===== src/design/wol_pkg.sv =====
// Package for window_overlap_keep_filter: widths, beat types, register codes
// and the span helper. No dependencies.
package wol_pkg;

   localparam int CB        = 12;
   localparam int AREA_BITS = 2 * CB;
   localparam int UNI_BITS  = AREA_BITS + 1;
   localparam int REM_BITS  = UNI_BITS + 1;
   localparam int Q_BITS    = 16;
   localparam int THR_BITS  = 16;

   localparam logic [THR_BITS-1:0] OVERLAP_THR_RESET = 16'd19661;
   localparam logic [THR_BITS-1:0] CONF_THR_RESET    = 16'd16384;

   localparam logic CSR_OVERLAP_THR = 1'b0;
   localparam logic CSR_CONF_THR    = 1'b1;

   typedef struct packed {
      logic [CB-1:0]       win_x;
      logic [CB-1:0]       win_y;
      logic [CB-1:0]       win_w;
      logic [CB-1:0]       win_h;
      logic [Q_BITS-1:0]   confidence;
      logic                tracked_valid;
      logic [CB-1:0]       trk_x;
      logic [CB-1:0]       trk_y;
      logic [CB-1:0]       trk_w;
      logic [CB-1:0]       trk_h;
   } req_type;

   typedef struct packed {
      logic [Q_BITS-1:0] iou;
      logic              overlaps;
      logic              keep;
   } rsp_type;

   typedef struct packed {
      logic [CB-1:0] span_x;
      logic [CB-1:0] span_y;
      logic [CB-1:0] win_w;
      logic [CB-1:0] win_h;
      logic [CB-1:0] trk_w;
      logic [CB-1:0] trk_h;
      logic          tracked;
      logic          conf_keep;
   } span_type;

   typedef struct packed {
      logic [AREA_BITS-1:0] inter;
      logic [AREA_BITS-1:0] area_win;
      logic [AREA_BITS-1:0] area_trk;
      logic                 tracked;
      logic                 conf_keep;
   } area_type;

   typedef struct packed {
      logic [REM_BITS-1:0] rem;
      logic [UNI_BITS-1:0] den;
      logic [Q_BITS-1:0]   quo;
      logic                zero;
      logic                conf_keep;
   } wol_cell_type;

   function automatic logic [CB-1:0] span_len(input logic [CB-1:0] a0,
                                              input logic [CB-1:0] alen,
                                              input logic [CB-1:0] b0,
                                              input logic [CB-1:0] blen);
      logic [CB:0] a1;
      logic [CB:0] b1;
      logic [CB:0] lo;
      logic [CB:0] hi;
      logic [CB:0] diff;
      a1   = {1'b0, a0} + {1'b0, alen};
      b1   = {1'b0, b0} + {1'b0, blen};
      lo   = (a0 > b0) ? {1'b0, a0} : {1'b0, b0};
      hi   = (a1 < b1) ? a1 : b1;
      diff = hi - lo;
      return (hi > lo) ? diff[CB-1:0] : '0;
   endfunction

endpackage


===== src/design/wol_front.sv =====
// Front stages of window_overlap_keep_filter: spans, areas, union.
// Depends on wol_pkg; feeds the first divider cell.
module wol_front (
   input  logic                           clock,
   input  logic                           reset,
   input  logic                           in_valid,
   input  wol_pkg::req_type               in_data,
   output logic                           in_ready,
   input  logic [wol_pkg::THR_BITS-1:0]   conf_thr,
   output logic                           out_valid,
   output wol_pkg::wol_cell_type          out_data,
   input  logic                           out_ready
);
   import wol_pkg::*;

   logic         s1_valid_ff, s1_valid_in;
   logic         s2_valid_ff, s2_valid_in;
   logic         s3_valid_ff, s3_valid_in;
   span_type     s1_ff, s1_in;
   area_type     s2_ff, s2_in;
   wol_cell_type s3_ff, s3_in;
   logic         rdy1, rdy2, rdy3;
   logic [UNI_BITS-1:0] uni;

   always_comb begin
      rdy3 = !s3_valid_ff || out_ready;
      rdy2 = !s2_valid_ff || rdy3;
      rdy1 = !s1_valid_ff || rdy2;
      in_ready = rdy1;
      s1_valid_in = rdy1 ? in_valid    : s1_valid_ff;
      s2_valid_in = rdy2 ? s1_valid_ff : s2_valid_ff;
      s3_valid_in = rdy3 ? s2_valid_ff : s3_valid_ff;
   end

   always_comb begin
      s1_in.span_x    = span_len(in_data.win_x, in_data.win_w, in_data.trk_x, in_data.trk_w);
      s1_in.span_y    = span_len(in_data.win_y, in_data.win_h, in_data.trk_y, in_data.trk_h);
      s1_in.win_w     = in_data.win_w;
      s1_in.win_h     = in_data.win_h;
      s1_in.trk_w     = in_data.trk_w;
      s1_in.trk_h     = in_data.trk_h;
      s1_in.tracked   = in_data.tracked_valid;
      s1_in.conf_keep = in_data.confidence > conf_thr;
   end

   always_comb begin
      s2_in.inter     = AREA_BITS'(s1_ff.span_x) * AREA_BITS'(s1_ff.span_y);
      s2_in.area_win  = AREA_BITS'(s1_ff.win_w) * AREA_BITS'(s1_ff.win_h);
      s2_in.area_trk  = AREA_BITS'(s1_ff.trk_w) * AREA_BITS'(s1_ff.trk_h);
      s2_in.tracked   = s1_ff.tracked;
      s2_in.conf_keep = s1_ff.conf_keep;
   end

   always_comb begin
      uni = {1'b0, s2_ff.area_win} + {1'b0, s2_ff.area_trk} - {1'b0, s2_ff.inter};
      s3_in.rem       = {2'b00, s2_ff.inter};
      s3_in.den       = uni;
      s3_in.quo       = '0;
      s3_in.zero      = !s2_ff.tracked || (uni == '0);
      s3_in.conf_keep = s2_ff.conf_keep;
   end

   always_ff @(posedge clock) begin
      if (reset) begin
         s1_valid_ff <= 1'b0;
         s2_valid_ff <= 1'b0;
         s3_valid_ff <= 1'b0;
      end else begin
         s1_valid_ff <= s1_valid_in;
         s2_valid_ff <= s2_valid_in;
         s3_valid_ff <= s3_valid_in;
      end
   end

   always_ff @(posedge clock) begin
      if (rdy1 && in_valid) begin
         s1_ff <= s1_in;
      end
      if (rdy2 && s1_valid_ff) begin
         s2_ff <= s2_in;
      end
      if (rdy3 && s2_valid_ff) begin
         s3_ff <= s3_in;
      end
   end

   assign out_valid = s3_valid_ff;
   assign out_data  = s3_ff;

endmodule


===== src/design/wol_div_cell.sv =====
// One cell of the divider chain: a compare-subtract giving one quotient bit.
// Depends on wol_pkg.
module wol_div_cell (
   input  logic                  clock,
   input  logic                  reset,
   input  logic                  in_valid,
   input  wol_pkg::wol_cell_type in_data,
   output logic                  in_ready,
   output logic                  out_valid,
   output wol_pkg::wol_cell_type out_data,
   input  logic                  out_ready
);
   import wol_pkg::*;

   logic                valid_ff, valid_in;
   wol_cell_type        data_ff, data_in;
   logic [REM_BITS-1:0] den_ext;
   logic [REM_BITS-1:0] diff;
   logic                ge;

   always_comb begin
      den_ext  = {1'b0, in_data.den};
      ge       = in_data.rem >= den_ext;
      diff     = ge ? (in_data.rem - den_ext) : in_data.rem;
      data_in  = in_data;
      data_in.rem = {diff[REM_BITS-2:0], 1'b0};
      data_in.quo = {in_data.quo[Q_BITS-2:0], ge};
      in_ready = !valid_ff || out_ready;
      valid_in = in_ready ? in_valid : valid_ff;
   end

   always_ff @(posedge clock) begin
      if (reset) begin
         valid_ff <= 1'b0;
      end else begin
         valid_ff <= valid_in;
      end
   end

   always_ff @(posedge clock) begin
      if (in_ready && in_valid) begin
         data_ff <= data_in;
      end
   end

   assign out_valid = valid_ff;
   assign out_data  = data_ff;

endmodule


===== src/design/window_overlap_keep_filter.sv =====
// Window overlap keep filter: IoU of a candidate window against a tracked box,
// with overlap and keep decisions. Depends on wol_pkg, wol_front, wol_div_cell.
//
// Usage:
//   req_valid/req_stall/req_data carries one window, its confidence and an
//   optional tracked box per beat; rsp_valid/rsp_stall/rsp_data returns one
//   result beat (iou in Q1.15, overlaps, keep) per request, in order.
//   csr_valid/csr_ready/csr_index/csr_data writes a threshold: index 0 is the
//   overlap threshold, index 1 the confidence threshold. csr_ready is always
//   high; write only while no request is in flight.
//   A request beat passes through three front stages (spans, products,
//   union), sixteen divider cells giving one quotient bit each, and the
//   output register. Throughput is one beat per cycle while rsp_stall is
//   low; every stage holds its own valid bit, so a stalled receiver only
//   stops stages that are full and req_stall rises once the whole chain
//   is full.
//   Reset empties the chain and loads the thresholds with 19661 and 16384;
//   req_stall is low from the first cycle after reset.
module window_overlap_keep_filter (
   input  logic                          clock,
   input  logic                          reset,
   input  logic                          req_valid,
   output logic                          req_stall,
   input  wol_pkg::req_type              req_data,
   output logic                          rsp_valid,
   input  logic                          rsp_stall,
   output wol_pkg::rsp_type              rsp_data,
   input  logic                          csr_valid,
   output logic                          csr_ready,
   input  logic                          csr_index,
   input  logic [wol_pkg::THR_BITS-1:0]  csr_data
);
   import wol_pkg::*;

   localparam int NCELLS = Q_BITS;

   logic [THR_BITS-1:0] overlap_thr_ff, overlap_thr_in;
   logic [THR_BITS-1:0] conf_thr_ff, conf_thr_in;

   logic                cv [NCELLS+1];
   logic                cr [NCELLS+1];
   wol_cell_type        cd [NCELLS+1];
   logic                front_ready;

   logic                rsp_valid_ff, rsp_valid_in;
   rsp_type             rsp_data_ff, rsp_data_in;
   logic                out_ready;
   logic                over;
   wol_cell_type        last;

   assign csr_ready = 1'b1;

   always_comb begin
      overlap_thr_in = overlap_thr_ff;
      conf_thr_in    = conf_thr_ff;
      if (csr_valid && csr_ready) begin
         unique case (csr_index)
            CSR_OVERLAP_THR: overlap_thr_in = csr_data;
            CSR_CONF_THR:    conf_thr_in    = csr_data;
            default:         overlap_thr_in = overlap_thr_ff;
         endcase
      end
   end

   always_ff @(posedge clock) begin
      if (reset) begin
         overlap_thr_ff <= OVERLAP_THR_RESET;
         conf_thr_ff    <= CONF_THR_RESET;
      end else begin
         overlap_thr_ff <= overlap_thr_in;
         conf_thr_ff    <= conf_thr_in;
      end
   end

   wol_front u_front (
      .clock     (clock),
      .reset     (reset),
      .in_valid  (req_valid),
      .in_data   (req_data),
      .in_ready  (front_ready),
      .conf_thr  (conf_thr_ff),
      .out_valid (cv[0]),
      .out_data  (cd[0]),
      .out_ready (cr[0])
   );

   assign req_stall = !front_ready;

   for (genvar i = 0; i < NCELLS; i++) begin : g_cell
      wol_div_cell u_cell (
         .clock     (clock),
         .reset     (reset),
         .in_valid  (cv[i]),
         .in_data   (cd[i]),
         .in_ready  (cr[i]),
         .out_valid (cv[i+1]),
         .out_data  (cd[i+1]),
         .out_ready (cr[i+1])
      );
   end

   assign cr[NCELLS] = out_ready;

   always_comb begin
      last      = cd[NCELLS];
      out_ready = !rsp_valid_ff || !rsp_stall;
      over = !last.zero &&
             ((last.quo > overlap_thr_ff) ||
              ((last.quo == overlap_thr_ff) && (last.rem != '0)));
      rsp_data_in.iou      = last.zero ? '0 : last.quo;
      rsp_data_in.overlaps = over;
      rsp_data_in.keep     = last.conf_keep || over;
      rsp_valid_in = out_ready ? cv[NCELLS] : rsp_valid_ff;
   end

   always_ff @(posedge clock) begin
      if (reset) begin
         rsp_valid_ff <= 1'b0;
      end else begin
         rsp_valid_ff <= rsp_valid_in;
      end
   end

   always_ff @(posedge clock) begin
      if (out_ready && cv[NCELLS]) begin
         rsp_data_ff <= rsp_data_in;
      end
   end

   assign rsp_valid = rsp_valid_ff;
   assign rsp_data  = rsp_data_ff;

endmodule


===== config.mk =====
export PLATFORM = sky130hd
export DESIGN_NAME = window_overlap_keep_filter
export DESIGN_NICKNAME = d
export VERILOG_FILES = /design/src/design/wol_pkg.sv /design/src/design/wol_front.sv /design/src/design/wol_div_cell.sv /design/src/design/window_overlap_keep_filter.sv
export SDC_FILE = /design/constraint.sdc
export NUM_CORES = 2
export LEC_CHECK = 0
export ABC_CLOCK_PERIOD_IN_PS = 9600
export BUFFER_PORTS_ARGS = -buffer_cell sky130_fd_sc_hd__buf_2
export CAP_MARGIN = 20
export CELL_PAD_IN_SITES_DETAIL_PLACEMENT = 0
export CELL_PAD_IN_SITES_GLOBAL_PLACEMENT = 1
export CORE_ASPECT_RATIO = 0.6
export CORE_MARGIN = 8
export CORE_UTILIZATION = 44
export CTS_CLUSTER_SIZE = 25
export DETAILED_ROUTE_END_ITERATION = 6
export GPL_TIMING_DRIVEN = 1
export PLACE_DENSITY = 0.73
export SLEW_MARGIN = 30
export SYNTH_ARGS = -nofsm -noshare
export SYNTH_HDL_FRONTEND = slang
export SYNTH_SLANG_ARGS = --single-unit

===== constraint.sdc =====
create_clock -name clock -period 9.6 [get_ports clock]
set_input_delay 0 -clock clock [delete_from_list [all_inputs] [get_ports clock]]
set_output_delay 0 -clock clock [all_outputs]
set_load 0.02 [all_outputs]

Word-level counts from Yosys, hierarchy flattened
Cells that the tools add are included.

storage, ports and cells
  register bits = 1212
  output and inout bits = 21
  logic and storage cells = 283

operators by class
  $add $sub $neg = 24
  $mul = 3
  $lt $le $gt $ge = 24
  equal/unequal tests = 1
  mux-type cells = 20
  bitwise gates (word level) = 1
  reductions and logical operators = 73

operator list
  cell                 count
  $ge A26 B25 Y1       15
  $mux W25             15
  $sub A25 B25 Y25     15
  $mul A12 B12 Y24     3
  $add A12 B12 Y13     4
  $gt A16 B16 Y1       2
  $gt A13 B12 Y1       2
  $lt A13 B13 Y1       2
  $mux W13             2
  $reduce_bool A26 Y1  1
  $add A24 B24 Y25     1
  $ge A24 B25 Y1       1
  $logic_not A25 Y1    1
  $sub A24 B25 Y25     1
  $sub A25 B24 Y25     1
  $gt A12 B12 Y1       2
  $logic_not A1 Y1     24
  $mux W12             2
  $mux W24             1
  $sub A12 B12 Y12     2
  $logic_or A1 B1 Y1   23
  $logic_and A1 B1 Y1  22
  $eq A16 B16 Y1       1
  $reduce_and A2 Y1    2
  $not A1 Y1           1

Depth between registers and ports, before layout
  word-level depth = 22
  gate-level depth with buffers = 31
  depth with buffers taken out = 30

Hierarchy
From an unflattened synthesis, not the netlist that was laid out.

second synthesis, totals
  cells, all modules = 8151
  area total of the unflattened synthesis = 90864.6 um^2

modules (own cells, without submodules)
  module                                 times used  cells each  area an instance (um^2)  seq. area each (um^2)
  wol_div_cell at g_cell[0].u_cell ...   14          314         3849.9                   2062.0
  wol_front                              1           2867        27181.1                  6035.8
  wol_div_cell at g_cell[15].u_cell ...  2           321         3743.6                   2062.0
  window_overlap_keep_filter             1           246         2297.2                   1201.2

Worst setup path after synthesis
No wires, ideal clock.

  kind = reg2reg
  start = register rsp_valid_ff (netlist: rsp_valid)
  end = register g_cell[13].u_cell.data_ff (netlist bit g_cell[13].u_cell.out_data[0]) (enable)
  setup time = 591 ps
  arrival = 5410 ps
  data required time = 9009 ps
  setup slack = 3598 ps
  stages on the path, launching flop included = 4
  path buffers = 0
  period minus slack after synthesis = 6002 ps
  path through = dfxtp_1 nand3_1 nor2_1 a21boi_0

between the ends
  cells in the longest elaborated chain, start to end = 6

RTL lines
  item                              line                               text
  start, declared                   window_overlap_keep_filter.sv:45   logic rsp_valid_ff, rsp_valid_in;
  start signal, assigned            window_overlap_keep_filter.sv:120  rsp_valid_ff <= rsp_valid_in;
  $logic_not A1 Y1                  window_overlap_keep_filter.sv:106  out_ready = !rsp_valid_ff || !rsp_stall;
  $logic_or A1 B1 Y1                window_overlap_keep_filter.sv:106
  $logic_or A1 B1 Y1 (3 in series)  wol_div_cell.sv:28                 in_ready = !valid_ff || out_ready;
  $logic_and A1 B1 Y1               wol_div_cell.sv:41                 if (in_ready && in_valid) begin
  end signal, assigned              wol_div_cell.sv:42                 data_ff <= data_in;
  end, declared                     wol_div_cell.sv:16                 wol_cell_type data_ff, data_in;

No other way between the ends.
A chain may end at the register's enable or synchronous reset.

==> impl_metrics.tcl <==
set metrics [dict create \
    routed_via_density 5.51 \
    synth_cells 7627 \
    first_pass_iters 6 \
    start_util_pct 44.1 \
    drive_gt1_share_pct 8.81 \
    synth_area_leader_cell "edfxtp_1" \
    worstPathArrival_ps 7130 \
    routedWlPerCell_um 22.5 \
    power_density_mw_per_mm2 371 \
    synth_top_area_share_pct 42.2 \
    critPathMaxFanout 12 \
    tightest_slew_ps 1030 \
    outcome "finished, final reports clean" \
    place.gp.congestion 0.969 \
    ys_top_cells_by_area "edfxtp_1 42%, ha_1 12%, fa_1 8.4%" \
    ctsResizeCount 0 \
    hold_depth 5 \
    final_cell_mix "1162 x inv_1, 1160 x edfxtp_1, 760 x ha_1" \
    ctsHoldBuffers 107 \
    final_common_cell "inv_1" \
    clock_path_buffers 3 \
    fin_crit_ps 6560 \
    path_cells "nand2_1, fa_1, inv_1, ha_1, fa_1, inv_1, fa_1, fa_1, inv_1, ha_1, inv_1, o21ai_0, o41ai_2, o211ai_1, o41ai_1, o21ai_0, or4_1, a2111o_1, o211ai_1" \
    cp_slowest_cell "edfxtp_1" \
    max-cap-violations 0 \
    rsz0062_at_grt "false" \
    end_kind "flip-flop" \
    coreArea_sq_mm 0.187 \
    boundaryPins 156 \
    area_growth_pct 10.8 \
    path_clk_slew_ps 60 \
    max_freq_mhz 152 \
    grt_pass1_vias 54800 \
    critical_path_class "flip-flop to flip-flop" \
    slew_violations 0 \
    grt_max_degree 69 \
    setup_violations 0 \
    detail-route-antenna-nets 0 \
    clock_skew_ps 76.3 \
    final.setup.tns_ps 0 \
    async_flop_share_pct 0 \
    worst_skew_pair.late_latency_ps 770 \
    fill_cells 16900 \
    die_w_um 575 \
    hold_violations 0 \
    track_usage_pct 23.0 \
    antenna_found_initial 12 \
    cts_root_buffer "clkbuf_16" \
    fin_crit_sh_pct 68.3 \
    max_stage_delay_ps 740 \
    num_vias 57900 \
    synth_area_sq_mm 0.0825 \
    numCtsBuffers 118 \
    maxSlewHeadroom_pct 29.5 \
    drc 0 \
    placed_area_sq_mm 0.0863 \
    reg2reg_depth 19 \
    vdd.ir_drop.worst_v 0.00137 \
    clock_sinks 1212 \
    post-cts-setup-buffers 0 \
    synth-edff-count 1160 \
    ys_types 85 \
    syn_avg_cell_area_sq_um 10.8 \
    hold_path.class "input port to flip-flop" \
    wl_um 236000 \
    drtIter0Drc 6576 \
    io_buffer_count 154 \
    yosys_warnings 0 \
    final_area_sq_mm 0.0914 \
    yosysSeqAreaShare_pct 43.5 \
    grt_overflow 0 \
    ctsHtreeMaxLevel 3 \
    synth_flop_cell "edfxtp_1" \
    nets 9140 \
    num_rows 123 \
    die_y_um 351 \
    dp_hpwl_um 190000 \
    cp.required_ps 10170 \
    ys_ff_latch 1212 \
    cts_tree "yes" \
    die-area_sq_mm 0.202 \
    grt_pass1_wl_um 353000 \
    startpoint_type "flip-flop" \
    p_leak_nw 38.6 \
    p_total_w 0.0339 \
    synthesis.nets 8868 \
]
sequential cells by signal, summed over array words and instances, names as in the netlist:
| register | count |
|---|---|
| u_front.s1_ff | 74 |
| u_front.s2_valid_ff | 1 |
| g_cell.u_cell.out_valid | 16 |
| g_cell.u_cell.out_data | 943 |
| rsp_data | 18 |
| u_front.out_data | 51 |
| rsp_valid | 1 |
| u_front.s2_ff | 74 |
| u_front.out_valid | 1 |
| overlap_thr_ff | 16 |
| conf_thr_ff | 16 |
| u_front.s1_valid_ff | 1 |
layer usage:
metal / track usage [%] / vias up / wire length (um)
met3: 9.30 / 184 / 31400
met4: 2.91 / 2 / 2490
met5: 0 / - / 20
met1: 40.3 / 28200 / 130000
li1: - / 27100 / -
met2: 24.5 / 2384 / 72200
cell type report:
type	count	area (sq um)	area share, %
Clock buffer	143	3080	3.37
Tap cell	2500	3130	3.42
Clock inverter	72	773	0.846
Multi-Input combinational cell	5100	41900	45.8
Inverter	1162	4360	4.77
Timing Repair Buffer	305	2260	2.47
Sequential cell	1212	35900	39.3
Antenna cell	3	7.51	0.00822
cells by family after synthesis:
family | after synthesis | synth area share, %
simple gates | 1847 | 10.9
fa+ha+maj | 1108 | 20.0
other cells | 1 | 0.00455
buf+inv | 1315 | 6.05
flops | 1212 | 43.5
mux | 301 | 4.04
compound gates | 1410 | 11.0
xor+xnor | 433 | 4.60
cell usage after synthesis (49+ instances only):
cell and count:
a21o_1 184, a21oi_1 441, and2_1 206, clkbuf_1 127, dfxtp_1 52, edfxtp_1 1160
fa_1 346, ha_1 760, inv_1 1162, mux2_2 250, mux2i_1 49, nand2_1 584
nand2b_1 73, nand3_1 99, nand4_1 79, nor2_1 382, nor2b_1 128, nor3_1 115
o21a_1 81, o21ai_0 280, o21bai_1 58, xnor2_1 303, xor2_1 130
path summary, 6_finish.rpt:
| check | slack, ps | startpoint | endpoint |
|---|---|---|---|
| worst max-delay path | 3040 | u_front.s1_ff[16] | u_front.s2_ff[25] |
| worst max register to register | 3040 | u_front.s1_ff[16] | u_front.s2_ff[25] |
| worst min-delay path | 50 | req_data[54] | u_front.s1_ff[0] |
| worst min register to register | 400 | g_cell[5].u_cell.out_data[0] | g_cell[6].u_cell.out_data[0] |
critical path, delay by kind of cell, from the launching register on:
| family | cells | cell delay (ps) |
|---|---|---|
| buffers and inverters | 4 | 210 |
| AOI/OAI and AO/OA | 7 | 2190 |
| DFF | 1 | 740 |
| and+or+nand+nor | 2 | 610 |
| adders and majority gates | 6 | 2650 |
power breakdown:
part           internal (W)  switching [W]
Sequential          0.00713       0.000526
Clock               0.00261        0.00217
Combinational       0.00865         0.0128
Total                0.0184         0.0155
metrics by stage:
stage / util (%) / hold slack (ps) / setup WS (ps) / instances
floorplan: - / 98.9 / 3600 / 7627
global placement: 46.2 / 197 / 3090 / 10200
detailed placement: 46.2 / 202 / 3040 / 10200
CTS: 48.8 / 1.19 / 3160 / 10500
global route: 48.9 / 21.9 / 2530 / 10500
finish: 48.9 / 45.9 / 3040 / 10500
(Power assumes the default switching activity.)
